[src/rtl/tws_pkg.sv]
// Shared types, constants and codes for the temperature window statistics monitor.
// No dependencies; compiled first.
`default_nettype none

package tws_pkg;

    localparam int WINDOW_DEPTH_DEF = 100;
    localparam int SAMPLE_WIDTH_DEF = 13;

    localparam int READING_W   = 12;
    localparam int CAL_W       = READING_W + 1;
    localparam int OFFSET_W    = 12;
    localparam int MULT_W      = 6;
    localparam int THRESH_W    = 12;
    localparam int CFG_INDEX_W = 2;
    localparam int CFG_DATA_W  = 12;

    localparam logic [CFG_INDEX_W-1:0] REG_CAL_OFFSET   = CFG_INDEX_W'(0);
    localparam logic [CFG_INDEX_W-1:0] REG_ANOMALY_MULT = CFG_INDEX_W'(1);
    localparam logic [CFG_INDEX_W-1:0] REG_RATE_THRESH  = CFG_INDEX_W'(2);

    localparam logic [MULT_W-1:0]   MULT_RESET   = MULT_W'(8);
    localparam logic [THRESH_W-1:0] THRESH_RESET = THRESH_W'(8);

    localparam int LOW_LIMIT  = -880;
    localparam int HIGH_LIMIT = 2000;
    localparam int RATE_SPAN  = 5;
    localparam int FIT_SPAN   = 20;
    localparam int FIT_SUM_X  = FIT_SPAN * (FIT_SPAN - 1) / 2;

    // reciprocals: divide by RATE_SPAN and by 1330 with a multiply and a shift
    localparam int          RATE_RECIP_SHIFT = 22;
    localparam logic [19:0] RATE_RECIP       = 20'd838861;
    localparam int          FIT_RECIP_SHIFT  = 34;
    localparam logic [23:0] FIT_RECIP        = 24'd12917195;

    typedef enum logic [3:0] {
        S_IDLE,
        S_PASS,
        S_PREP,
        S_MUL_GO,
        S_MUL_WAIT,
        S_DIV_GO,
        S_DIV_WAIT,
        S_OUT
    } state_t;

    typedef enum logic [2:0] {
        OP_NS2,
        OP_S1SQ,
        OP_DEVSQ,
        OP_MD,
        OP_VAR,
        OP_MEAN
    } op_t;

    typedef struct packed {
        logic accept;
        logic pass_issue;
        logic prep;
        logic mul_start;
        logic div_start;
        logic capture;
        logic load_out;
        op_t  op;
    } cmd_t;

    typedef struct packed {
        logic issue_done;
        logic mul_idle;
        logic div_idle;
        logic out_free;
    } status_t;

endpackage

`default_nettype wire

[src/rtl/tws_ctrl.sv]
// Sequencer: accept, sample pass, multiply and divide steps, result hand-off.
// Depends on tws_pkg.
`default_nettype none

module tws_ctrl (
    input  wire logic            clk,
    input  wire logic            rst_n,
    input  wire logic            in_valid,
    output logic                 ready,
    input  wire tws_pkg::status_t status,
    output tws_pkg::cmd_t        cmd
);
    import tws_pkg::*;

    state_t state_reg, state_next;
    op_t    op_reg, op_next;

    function automatic op_t next_op(input op_t op);
        op_t r;
        unique case (op)
            OP_NS2:   r = OP_S1SQ;
            OP_S1SQ:  r = OP_DEVSQ;
            OP_DEVSQ: r = OP_MD;
            OP_MD:    r = OP_VAR;
            OP_VAR:   r = OP_MEAN;
            OP_MEAN:  r = OP_NS2;
            default:  r = OP_NS2;
        endcase
        return r;
    endfunction

    always_ff @(posedge clk or negedge rst_n)
    begin
        if (!rst_n)
        begin
            state_reg <= S_IDLE;
            op_reg    <= OP_NS2;
        end
        else
        begin
            state_reg <= state_next;
            op_reg    <= op_next;
        end
    end

    always_comb
    begin
        state_next = state_reg;
        op_next    = op_reg;
        unique case (state_reg)
            S_IDLE:
            begin
                if (in_valid)
                    state_next = S_PASS;
            end
            S_PASS:
            begin
                if (status.issue_done)
                    state_next = S_PREP;
            end
            S_PREP:
            begin
                state_next = S_MUL_GO;
                op_next    = OP_NS2;
            end
            S_MUL_GO:
                state_next = S_MUL_WAIT;
            S_MUL_WAIT:
            begin
                if (status.mul_idle)
                begin
                    op_next    = next_op(op_reg);
                    state_next = (op_reg == OP_MD) ? S_DIV_GO : S_MUL_GO;
                end
            end
            S_DIV_GO:
                state_next = S_DIV_WAIT;
            S_DIV_WAIT:
            begin
                if (status.div_idle)
                begin
                    op_next    = next_op(op_reg);
                    state_next = (op_reg == OP_MEAN) ? S_OUT : S_DIV_GO;
                end
            end
            S_OUT:
            begin
                if (status.out_free)
                    state_next = S_IDLE;
            end
            default:
                state_next = S_IDLE;
        endcase
    end

    always_comb
    begin
        ready          = (state_reg == S_IDLE);
        cmd.accept     = (state_reg == S_IDLE) && in_valid;
        cmd.pass_issue = (state_reg == S_PASS);
        cmd.prep       = (state_reg == S_PREP);
        cmd.mul_start  = (state_reg == S_MUL_GO);
        cmd.div_start  = (state_reg == S_DIV_GO);
        cmd.capture    = ((state_reg == S_MUL_WAIT) && status.mul_idle)
                      || ((state_reg == S_DIV_WAIT) && status.div_idle);
        cmd.load_out   = (state_reg == S_OUT) && status.out_free;
        cmd.op         = op_reg;
    end

endmodule

`default_nettype wire

[config.mk]
export PLATFORM = sky130hd
export DESIGN_NAME = tws_ctrl
export DESIGN_NICKNAME = d
export VERILOG_FILES = /design/src/rtl/tws_pkg.sv /design/src/rtl/tws_ctrl.sv
export SDC_FILE = /design/constraint.sdc
export NUM_CORES = 1
export LEC_CHECK = 0
export BUFFER_PORTS_ARGS = -buffer_cell sky130_fd_sc_hd__buf_2
export CORE_AREA = 2 2 39 41
export DETAILED_ROUTE_END_ITERATION = 10
export DIE_AREA = 0 0 41 43
export SETUP_SLACK_MARGIN = 0.3
export SYNTH_ARGS = -nofsm -noshare
export SYNTH_HDL_FRONTEND = slang
export SYNTH_SLANG_ARGS = --single-unit
[constraint.sdc]
create_clock -name clk -period 1.7 [get_ports clk]
set_clock_uncertainty 0.1 [all_clocks]
set_input_delay 0 -clock clk [delete_from_list [all_inputs] [get_ports clk]]
set_output_delay 0 -clock clk [all_outputs]
set_load 0.02 [all_outputs]
* Yosys cells after proc, flatten, opt, wreduce, memory -nomap -nowiden
Index checks and enable logic that the tools add are counted.
** Operators by class
- Equal/unequal tests :: 17
- Mux-type cells :: 12
- Reductions and logical operators :: 10
** Operator list (number)
- one-hot mux 4 bit (8 select lines) :: 1
- two-way mux 4 bit :: 5
- equality test 4 x 3 -> 1 bit, second input constant :: 4
- one-hot mux 3 bit (5 select lines) :: 1
- inequality test 2 bit, second input constant :: 5
- two-way mux 3 bit :: 3
- one-hot mux 3 bit (3 select lines) :: 1
- equality test 4 x 2 -> 1 bit, second input constant :: 2
- equality test 3 x 2 -> 1 bit, second input constant :: 2
- equality test 3 bit, second input constant :: 2
- AND reduction 5 bit :: 1
- equality test 4 x 1 -> 1 bit, second input constant :: 1
- logical AND 1 bit :: 4
- zero test 4 bit :: 1
- equality test 3 x 1 -> 1 bit, second input constant :: 1
- zero test 3 bit :: 1
- AND reduction 3 bit :: 1
- nonzero test 3 bit :: 1
- two-way mux 2 bit :: 1
- logical OR 1 bit :: 1
** Storage, ports and cells
- Bits in registers :: 7
- Logic and storage cells :: 41
- Input port bits :: 7

* Longest topological paths before layout
Gate-level depths: netlist (run 1).
- Word-level depth :: 4
- Mapped depth :: 5
- Gate-level depth less buffers :: 4

* Least setup slack after synthesis (run 1)
OpenSTA, ideal clock, no wires.
- Path type :: reg-to-reg
- Start point :: reg state_reg[2]
- End point :: reg state_reg[1]
- Path slack :: -0.046 ns
- Required time :: 1.475 ns
- Buffers on the path :: 1
- Stages on the path, launching flop included :: 5
- Arrival :: 1.521 ns
- Period minus slack after synthesis :: 1.746 ns
- Path through :: dfrtp_1 -> buf_2 -> nor3_1 -> a211oi_1 -> mux2_2
** Between the ends
- Longest elaborated chain between the ends :: 3
** RTL lines
- start, declared :: line tws_ctrl.sv:15 : state_t state_reg, state_next;
- start signal, assigned :: line tws_ctrl.sv:41 : state_reg <= state_next;
- zero test 4 bit (*)
- named net ready :: line tws_ctrl.sv:9 : output logic ready,
- inequality test 2 bit (no source line)
- AND reduction 5 bit (no source line)
Mark *: on every way through the listed nets, which the timed path passes. The rest lies on a longest branch.
A chain may end at the register's enable or synchronous reset.

* Final worst setup path (run 1)
- Start point :: reg state_reg[2]
- End point :: reg state_reg[1]
** Between the ends
- Longest elaborated chain between the ends :: 3
** RTL lines
- equality test 4 x 1 -> 1 bit, or another cell as far along :: line tws_ctrl.sv:50 : unique case (state_reg)
- inequality test 2 bit (no source line)
- AND reduction 5 bit (no source line)
Parallel ways exist; a longest one is shown, timed or not.

==> impl_summary.txt, run 1 <==
----------------------------------------------------
[Global route]
  Leftover overflow at the end of global routing ... 0
  Pin count of the biggest net entering global routing ... 11
  Number of antenna violations at the first check in global routing ... 0
  Vias in the first global route ... 474
  Total routing usage reported by global routing ... 0.1719
  Global-route wire length before repair ... 2042 um

[Logic synthesis]
  Cell area after technology mapping ... 439.2 um^2
  Syn nets ... 55
  Register area share after synthesis ... 0.3419
  Number of different library cells in the post-synthesis netlist ... 32
  Mean post-synth cell area ... 9.149 um^2
  Synthesized instance count ... 48
  Number of synthesis warnings ... 0
  Count of state elements after synthesis ... 6

[Run]
  Max-capacitance violation count ... 0

[STA]
  Max-slew violations ... 0
  Unrepaired setup endpoints after global routing ... true
  Hold slack ... -0.01593 ns
  Worst slew pin tran ... 0.3057 ns
  Number of hold-slack violations in the final timing report ... 1
  Max-slew headroom ... 0.7958
  Final worst-path cycle share ... 0.9102
  Final setup violation count ... 0
  Minimum setup slack in the final design ... 0.1527 ns
  Shortest period the worst path allows ... 1.547 ns
  Final sum of negative setup slack ... 0 ns
  F_max ... 646.3 MHz

[CTS]
  CTS tree ... done
  Total of hold buffers inserted after clock tree synthesis ... 1
  Post-CTS clock slew at the launch and capture registers of the worst setup and hold paths ... 0.04 ns
  Clock net sink count ... 6
  Max H-tree Level ... 1
  Clock Tree Root ... sky130_fd_sc_hd__clkbuf_4
  Number of CTS-inserted buffers ... 3
  Number of buffers on the longest clock path ... 2
  Clock latency on the worst-skew pair ... 0.24 ns

[Final layout]
  Fraction of final layout cells with drive strength greater than 1 ... 0.6579
  Total inserted antenna cells ... 0
  Number of nets in the final layout ... 85
  Most frequent cells in the layout ... 11 x sky130_fd_sc_hd__buf_2, 11 x sky130_fd_sc_hd__buf_4, 5 x sky130_fd_sc_hd__buf_6
  Area growth from synthesis to layout ... 73.50%
  Number of cells in the finished layout apart from fillers ... 92

[Setup path]
  Arrival time of data at the critical path endpoint ... 1.57 ns
  R2r startpoint ... state_reg[2]$_DFFE_PN0P_
  Critical-path cell with the highest stage delay ... sky130_fd_sc_hd__dfrtp_2
  Crit end category ... flop
  Largest delay contributor family on the critical path ... flip-flops
  Critical Path RT ... 1.72 ns
  Cell-by-cell listing of the critical path ... or3_4, a31oi_4, mux2_4
  Cell depth of the worst flop-to-flop path ... 3
  Critical path startpoint ... state_reg[2]$_DFFE_PN0P_
  Maximum fanout encountered on the critical timing path ... 4
  Critical Path Start Type ... flop
  Type of the setup path with the least slack ... reg2reg
  CP peak stage delay ... 0.43 ns
  Reg2reg setup slack ... 0.15 ns
  Reg2reg end ... state_reg[1]$_DFFE_PN0P_
  Number of buffers and inverters on the critical path ... 0

[Detailed routing]
  Vias post-DR ... 496
  DRC errors left ... 0
  Total wire length ... 1238 um
  First-pass DRT Iterations ... 3
  Via-to-Cell Ratio ... 5.391
  Antenna-violating nets left ... 0
  Average routed wire per standard cell ... 13.46 um
  First-iteration detailed-routing DRC count ... 5

[Place]
  Port Buffers ... 17
  Detail Placement HPWL ... 850 um
  Total placed cells including tap cells ... 82
  Last weighted congestion value of the routability-driven placer ... 0.7143
  Post-Place Setup Slack ... 0.08481 ns

[Floorplan]
  Die H ... 43 um
  Count of boundary I/O pins ... 18
  Area of the die ... 1763 um^2
  Initial core utilization ... 0.3174
  Core Region ... 1384 um^2
  Die width ... 41 um
  Floorplan row count ... 14

[Pwr]
  Leakage ... 0.3501 nW
  Total power per unit cell area ... 2203 nW/um^2
  Worst ir drop on vdd ... 982.7 uV

[Run status]
  Violations in the final reports ... hold timing
  Outcome ... finished, violations left

[Hold path]
  Min-delay src ... status[3]
  Classification of the worst-slack hold path ... in2reg
  End of the worst hold path ... state_reg[0]$_DFFE_PN0P_
  Number of cells on the worst hold path ... 3

----------------------------------------------------
## cells in the mapped netlist
| cell type | count | share of area |
|---|---|---|
| sky130_fd_sc_hd__nand3b_1 | 1 | 0.017 |
| sky130_fd_sc_hd__a32o_2 | 1 | 0.026 |
| sky130_fd_sc_hd__a31oi_2 | 1 | 0.028 |
| sky130_fd_sc_hd__o22a_1 | 1 | 0.020 |
| sky130_fd_sc_hd__or3_1 | 1 | 0.014 |
| sky130_fd_sc_hd__nor3_1 | 3 | 0.034 |
| sky130_fd_sc_hd__o21ai_0 | 1 | 0.011 |
| sky130_fd_sc_hd__a31oi_1 | 2 | 0.028 |
| sky130_fd_sc_hd__nor4_1 | 1 | 0.014 |
| sky130_fd_sc_hd__nor3b_1 | 1 | 0.017 |
| sky130_fd_sc_hd__o21a_1 | 1 | 0.017 |
| sky130_fd_sc_hd__nand2b_1 | 2 | 0.028 |
| sky130_fd_sc_hd__a211oi_1 | 1 | 0.017 |
| sky130_fd_sc_hd__nor2_1 | 4 | 0.034 |
| sky130_fd_sc_hd__o21ai_1 | 1 | 0.011 |
| sky130_fd_sc_hd__and3_1 | 1 | 0.014 |
| sky130_fd_sc_hd__dfrtp_1 | 6 | 0.34 |
| sky130_fd_sc_hd__o31a_1 | 1 | 0.020 |
| sky130_fd_sc_hd__and3b_1 | 1 | 0.020 |
| sky130_fd_sc_hd__mux2_2 | 1 | 0.026 |
| sky130_fd_sc_hd__o21bai_1 | 1 | 0.017 |
| sky130_fd_sc_hd__buf_2 | 3 | 0.034 |
| sky130_fd_sc_hd__a21o_1 | 1 | 0.017 |
| sky130_fd_sc_hd__and2_1 | 2 | 0.028 |
| sky130_fd_sc_hd__inv_1 | 1 | 0.0085 |
| sky130_fd_sc_hd__nor2b_1 | 1 | 0.014 |
| sky130_fd_sc_hd__a21oi_1 | 2 | 0.023 |
| sky130_fd_sc_hd__mux2i_1 | 1 | 0.023 |
| sky130_fd_sc_hd__a22o_1 | 1 | 0.020 |
| sky130_fd_sc_hd__a211oi_2 | 1 | 0.028 |
| sky130_fd_sc_hd__or4_1 | 1 | 0.017 |
| sky130_fd_sc_hd__nor3b_2 | 1 | 0.028 |
## kinds of logic after synthesis
logic type      Yosys count  synth area share
flops                     6            0.3419
simple gates             20            0.2821
compound gates           16            0.2849
mux                       2           0.04843
buf+inv                   4           0.04272
## layout make-up
cell class                 count  area [um^2]
fill                         130        621.8
multi-input combinational     38        357.8
timing repair buffer          28        203.9
sequential                     6        153.9
clock buffer                   3        22.52
tap                           16        20.02
inverter                       1        3.754
## repair_timing
item                                    4_1_cts  5_1_grt
endpoints found under the hold margin         7        1
endpoints found under the setup margin        9       14
gates cloned                                  0        0
gates resized for setup                      11       15
setup buffers                                 6        0
pin swaps                                     4        5
## worst min-delay path, delay by kind of cell
family	cells	cell delay, ns
AND/OR/NAND/NOR	1	0.12
buffers and inverters	1	0.07
AO/OA/AOI/OAI	1	0.09
## through the flow
| stage | utilization | hold WS (ns) | area (um^2) | power, W |
|---|---|---|---|---|
| after global placement | 0.4241 | -0.2683 | 586.8 | 0.001197 |
| after detailed placement | 0.4241 | -0.2708 | 586.8 | 0.001212 |
| after floorplan | - | -0.3956 | 466.7 | 0.0009670 |
| final | 0.5506 | -0.01593 | 762.0 | 0.001679 |
| after global routing | 0.5506 | -0.006625 | 762.0 | 0.001817 |
| after CTS | 0.5099 | -0.03026 | 705.7 | 0.001548 |
## power by group
part	switching (W)	internal, W	leakage, nW
combinational	0.000597	0.000623	0.265
clock	0.0000469	0.0000795	0.0138
sequential	0.000112	0.000220	0.0713
total	0.000756	0.000923	0.350
## worst max-delay path by stage
| stage | to | slack [ns] | depth (start not counted) |
|---|---|---|---|
| 5_1_grt | op_reg[2]$_DFFE_PN0P_ | 0.11 | 5 |
| 3_3_place_gp | op_reg[2]$_DFFE_PN0P_ | 0.11 | 5 |
| 6_report | state_reg[1]$_DFFE_PN0P_ | 0.15 | 3 |
| 2_1_floorplan | state_reg[1]$_DFFE_PN0P_ | 0.15 | 4 |
| 4_1_cts | state_reg[1]$_DFFE_PN0P_ | 0.13 | 3 |
| 3_5_place_dp | op_reg[2]$_DFFE_PN0P_ | 0.08 | 5 |
## metal layers
| metal | global-route usage | part of all wire | wire length, um |
|---|---|---|---|
| met5 | 0 | 0 | 0 |
| met4 | 0.02000 | 0.012 | 15 |
| met3 | 0.08377 | 0.065 | 80 |
| met2 | 0.2938 | 0.54 | 674 |
| met1 | 0.1875 | 0.38 | 468 |
No activity file was read; power rests on OpenSTA's default activity.
==> inputs of run 2 (changes only) <==
- ABC_AREA: default -> 1
- PLACE_DENSITY: default -> 0.66
==> run 2 against run 1 <==
  * The flow now finishes without violations
  * Global-route usage hardly changed
  * Sequential power shrank 7.2%
  * Combinational power shrank 35%
  * Sequential cell count unchanged
  * Clock power about the same
  * Synthesized area increased by 22%
==> impl_summary.txt, run 2 <==
----------------------------------------------------
[Logic synthesis]
  Number of synthesis warnings ... 0 (unchanged)
  Post-synth top area share ... 0.2797 (-0.06216)
  Synthesized instance count ... 81 (+69%)
  Syn nets ... 88 (+60%)
  Count of state elements after synthesis ... 6 (unchanged)
  Area leader, netlist ... sky130_fd_sc_hd__dfrtp_1
  Most repeated cell in the gate-level netlist after synthesis ... sky130_fd_sc_hd__nand2_1
  Top cells by area, synth ... sky130_fd_sc_hd__dfrtp_1 28%, sky130_fd_sc_hd__nand2_1 11%, sky130_fd_sc_hd__inv_1 9.1%, sky130_fd_sc_hd__nand3_1 7.5%, sky130_fd_sc_hd__nor2_1 5.6%
  Most common flop cell mapped by yosys ... sky130_fd_sc_hd__dfrtp_1
  Mean post-synth cell area ... 6.627 um^2 (-28%)
  Register area share after synthesis ... 0.2797 (-0.06216)
  Post-synthesis async set-or-reset flop share ... 1.000 (unchanged)
  Leading post-synthesis cells by instance count ... 16 x sky130_fd_sc_hd__nand2_1, 13 x sky130_fd_sc_hd__inv_1, 8 x sky130_fd_sc_hd__nand3_1, 8 x sky130_fd_sc_hd__nor2_1, 6 x sky130_fd_sc_hd__dfrtp_1
  Count of flip-flops with a built-in enable after synthesis ... 0 (unchanged)
  Number of different library cells in the post-synthesis netlist ... 22 (-31%)
  Cell area after technology mapping ... 536.8 um^2 (+22%)

[Place]
  Post-Place Setup Slack ... 0.3522 ns (+0.2674 ns)
  Detail Placement HPWL ... 933.8 um (+9.9%)
  Total placed cells including tap cells ... 112 (+37%)
  Port Buffers ... 17 (unchanged)
  Last weighted congestion value of the routability-driven placer ... 0.8253 (+16%)

[Floorplan]
  Initial core utilization ... 0.3879 (+0.07052)
  Die H ... 43 um (unchanged)
  Floorplan row count ... 14 (unchanged)
  Die width ... 41 um (unchanged)
  Count of boundary I/O pins ... 18 (unchanged)
  Area of the die ... 1763 um^2 (unchanged)
  Core Region ... 1384 um^2 (unchanged)

[CTS]
  Clock net sink count ... 6 (unchanged)
  Post-CTS clock slew at the launch and capture registers of the worst setup and hold paths ... 0.04 ns (about the same)
  Clock Tree Root ... sky130_fd_sc_hd__clkbuf_4
  Clock latency on the worst-skew pair ... 0.24 ns (about the same)
  Max H-tree Level ... 1 (unchanged)
  Number of buffers on the longest clock path ... 2 (unchanged)
  Number of CTS-inserted buffers ... 3 (unchanged)
  CTS tree ... done

[STA]
  Final worst-path cycle share ... 0.8039 (-0.1063)
  Max-slew headroom ... 0.8561 (+0.06031)
  Shortest period the worst path allows ... 1.367 ns (-0.1807 ns)
  Number of hold-slack violations in the final timing report ... 0 (-1)
  Final setup violation count ... 0 (unchanged)
  Max-slew violations ... 0 (unchanged)
  Final sum of negative setup slack ... 0 ns (unchanged)
  F_max ... 731.8 MHz (+13%)
  Worst slew pin tran ... 0.2158 ns (-0.08991 ns)
  Unrepaired setup endpoints after global routing ... true
  Minimum setup slack in the final design ... 0.3334 ns (+0.1807 ns)

[Global route]
  Total routing usage reported by global routing ... 0.1717 (-0.0001736)
  Pin count of the biggest net entering global routing ... 11 (unchanged)
  Vias in the first global route ... 491 (+3.6%)
  Global-route wire length before repair ... 2111 um (+3.4%)
  Number of antenna violations at the first check in global routing ... 0 (unchanged)
  Leftover overflow at the end of global routing ... 0 (unchanged)

[Detailed routing]
  DRC errors left ... 0 (unchanged)
  Via-to-Cell Ratio ... 4.837 (-10%)
  First-pass DRT Iterations ... 4 (+1)
  First-iteration detailed-routing DRC count ... 13 (+8)
  Total wire length ... 1311 um (+5.9%)
  Average routed wire per standard cell ... 10.66 um (-21%)
  Antenna-violating nets left ... 0 (unchanged)
  Vias post-DR ... 595 (+20%)

[Setup path]
  Arrival time of data at the critical path endpoint ... 1.27 ns (-0.30 ns)
  Critical Path Start Type ... flop
  Maximum fanout encountered on the critical timing path ... 10 (+6)
  Critical path startpoint ... state_reg[2]$_DFFE_PN0P_
  Crit end category ... output pin
  Type of the setup path with the least slack ... reg2out
  Critical Path RT ... 1.60 ns (-0.12 ns)
  R2r startpoint ... state_reg[0]$_DFFE_PN0P_

[Final layout]
  Most common library cell in the layout ignoring fill and taps ... sky130_fd_sc_hd__nand2_1
  Number of nets in the final layout ... 116 (+36%)
  Area growth from synthesis to layout ... 39.16%
  Number of cells in the finished layout apart from fillers ... 123 (+34%)
  Fraction of final layout cells with drive strength greater than 1 ... 0.3925 (-0.2654)
  Most frequent cells in the layout ... 16 x sky130_fd_sc_hd__nand2_1, 14 x sky130_fd_sc_hd__buf_2, 13 x sky130_fd_sc_hd__inv_1, 8 x sky130_fd_sc_hd__nor2_1, 8 x sky130_fd_sc_hd__nand3_1
  Total inserted antenna cells ... 0 (unchanged)

[Run status]
  Outcome ... finished clean

[Pwr]
  Internal power ... 0.0005894 W (-36%)
  Portion of total power attributed to sequential cells ... 0.250 (+0.052)
  Clock power share ... 0.103 (+0.028)
  Worst ir drop on vdd ... 804.5 uV (-18%)
  Leakage ... 0.4370 nW (+25%)
  Net switching component of the power ... 0.0006436 W (-15%)
  Overall power after layout ... 0.001233 W (-27%)
  Comb power frac ... 0.647 (-0.080)
  Total power per unit cell area ... 1651 nW/um^2 (-25%)
  Switching part of the total ... 0.5220 (+0.07163)

[Run]
  Max-capacitance violation count ... 0 (unchanged)

[Hold path]
  Classification of the worst-slack hold path ... in2async

----------------------------------------------------
-- run 2: changes by cell type after synthesis, sizes merged, moves of 3 or more --
cell,change
nor2,+9
nand2,+18
o21ai,+3
inv,+16
nand3,+9
a31oi,-3
-- run 2: cell families after synthesis --
family	count (synthesis)	synth area share
AND/OR/NAND/NOR	47	0.4662
buffers and inverters	19	0.1655
AO/OA/AOI/OAI	9	0.08857
flip-flops	6	0.2797
-- run 2: metrics by stage --
stage / utilization / area, um^2 / hold WS (ns)
floorplan: - / 536.8 / -0.3956
global placement: 0.4476 / 619.3 / -0.2691
detailed placement: 0.4476 / 619.3 / -0.2704
CTS: 0.4982 / 689.4 / 0.01673
global route: 0.5398 / 747.0 / 0.02675
finish: 0.5398 / 747.0 / 0.01176
-- run 2: path summary, 6_finish.rpt --
path	to	slack [ns]	depth (start not counted)
setup / recovery	cmd[3]	0.33	3
hold / removal	state_reg[0]$_DFFE_PN0P_	0.01	2
setup reg to reg	op_reg[0]$_DFFE_PN0P_	0.37	7
hold reg to reg	op_reg[1]$_DFFE_PN0P_	0.51	2
max in group asynchronous	state_reg[2]$_DFFE_PN0P_	1.34	2
min in group clk	state_reg[2]$_DFFE_PN0P_	0.16	5
-- run 2: final cells by class --
type | instances | area (um^2)
timing repair buffer | 25 | 163.9
clock buffer | 3 | 22.52
fill | 137 | 636.9
sequential | 6 | 153.9
multi-input combinational | 56 | 317.8
inverter | 17 | 68.82
tap | 16 | 20.02
-- run 2: routing by layer --
metal | track usage | routed length, um | part of all wire
met5 | 0 | 0 | 0
met1 | 0.2525 | 584 | 0.45
met4 | 0.04000 | 0 | 0
met2 | 0.2531 | 665 | 0.51
met3 | 0.03141 | 61 | 0.047
-- run 2: what timing repair did --
item,in CTS,in global routing
hold buffers,3,0
pin swaps,1,2
resized for setup,2,9
setup endpoints to repair,2,6
setup buffers,2,3
hold endpoints to repair,8,0
-- run 2: worst max-delay path, stage by stage (launching register included) --
cell and delay (ns):
sky130_fd_sc_hd__dfrtp_2 0.48, sky130_fd_sc_hd__inv_4 0.10, sky130_fd_sc_hd__nor4_4 0.27, sky130_fd_sc_hd__buf_4 0.18
-- run 2: power groups by stage --
| stage | sequential (W) | clock, W | combinational (W) |
|---|---|---|---|
| after global placement | 0.000299 | 0 | 0.000675 |
| after CTS | 0.000288 | 0.000130 | 0.000721 |
| after floorplan | 0.000266 | 0 | 0.000569 |
| final | 0.000308 | 0.000127 | 0.000798 |
| after detailed placement | 0.000296 | 0 | 0.000672 |
| after global routing | 0.000316 | 0.000146 | 0.000898 |
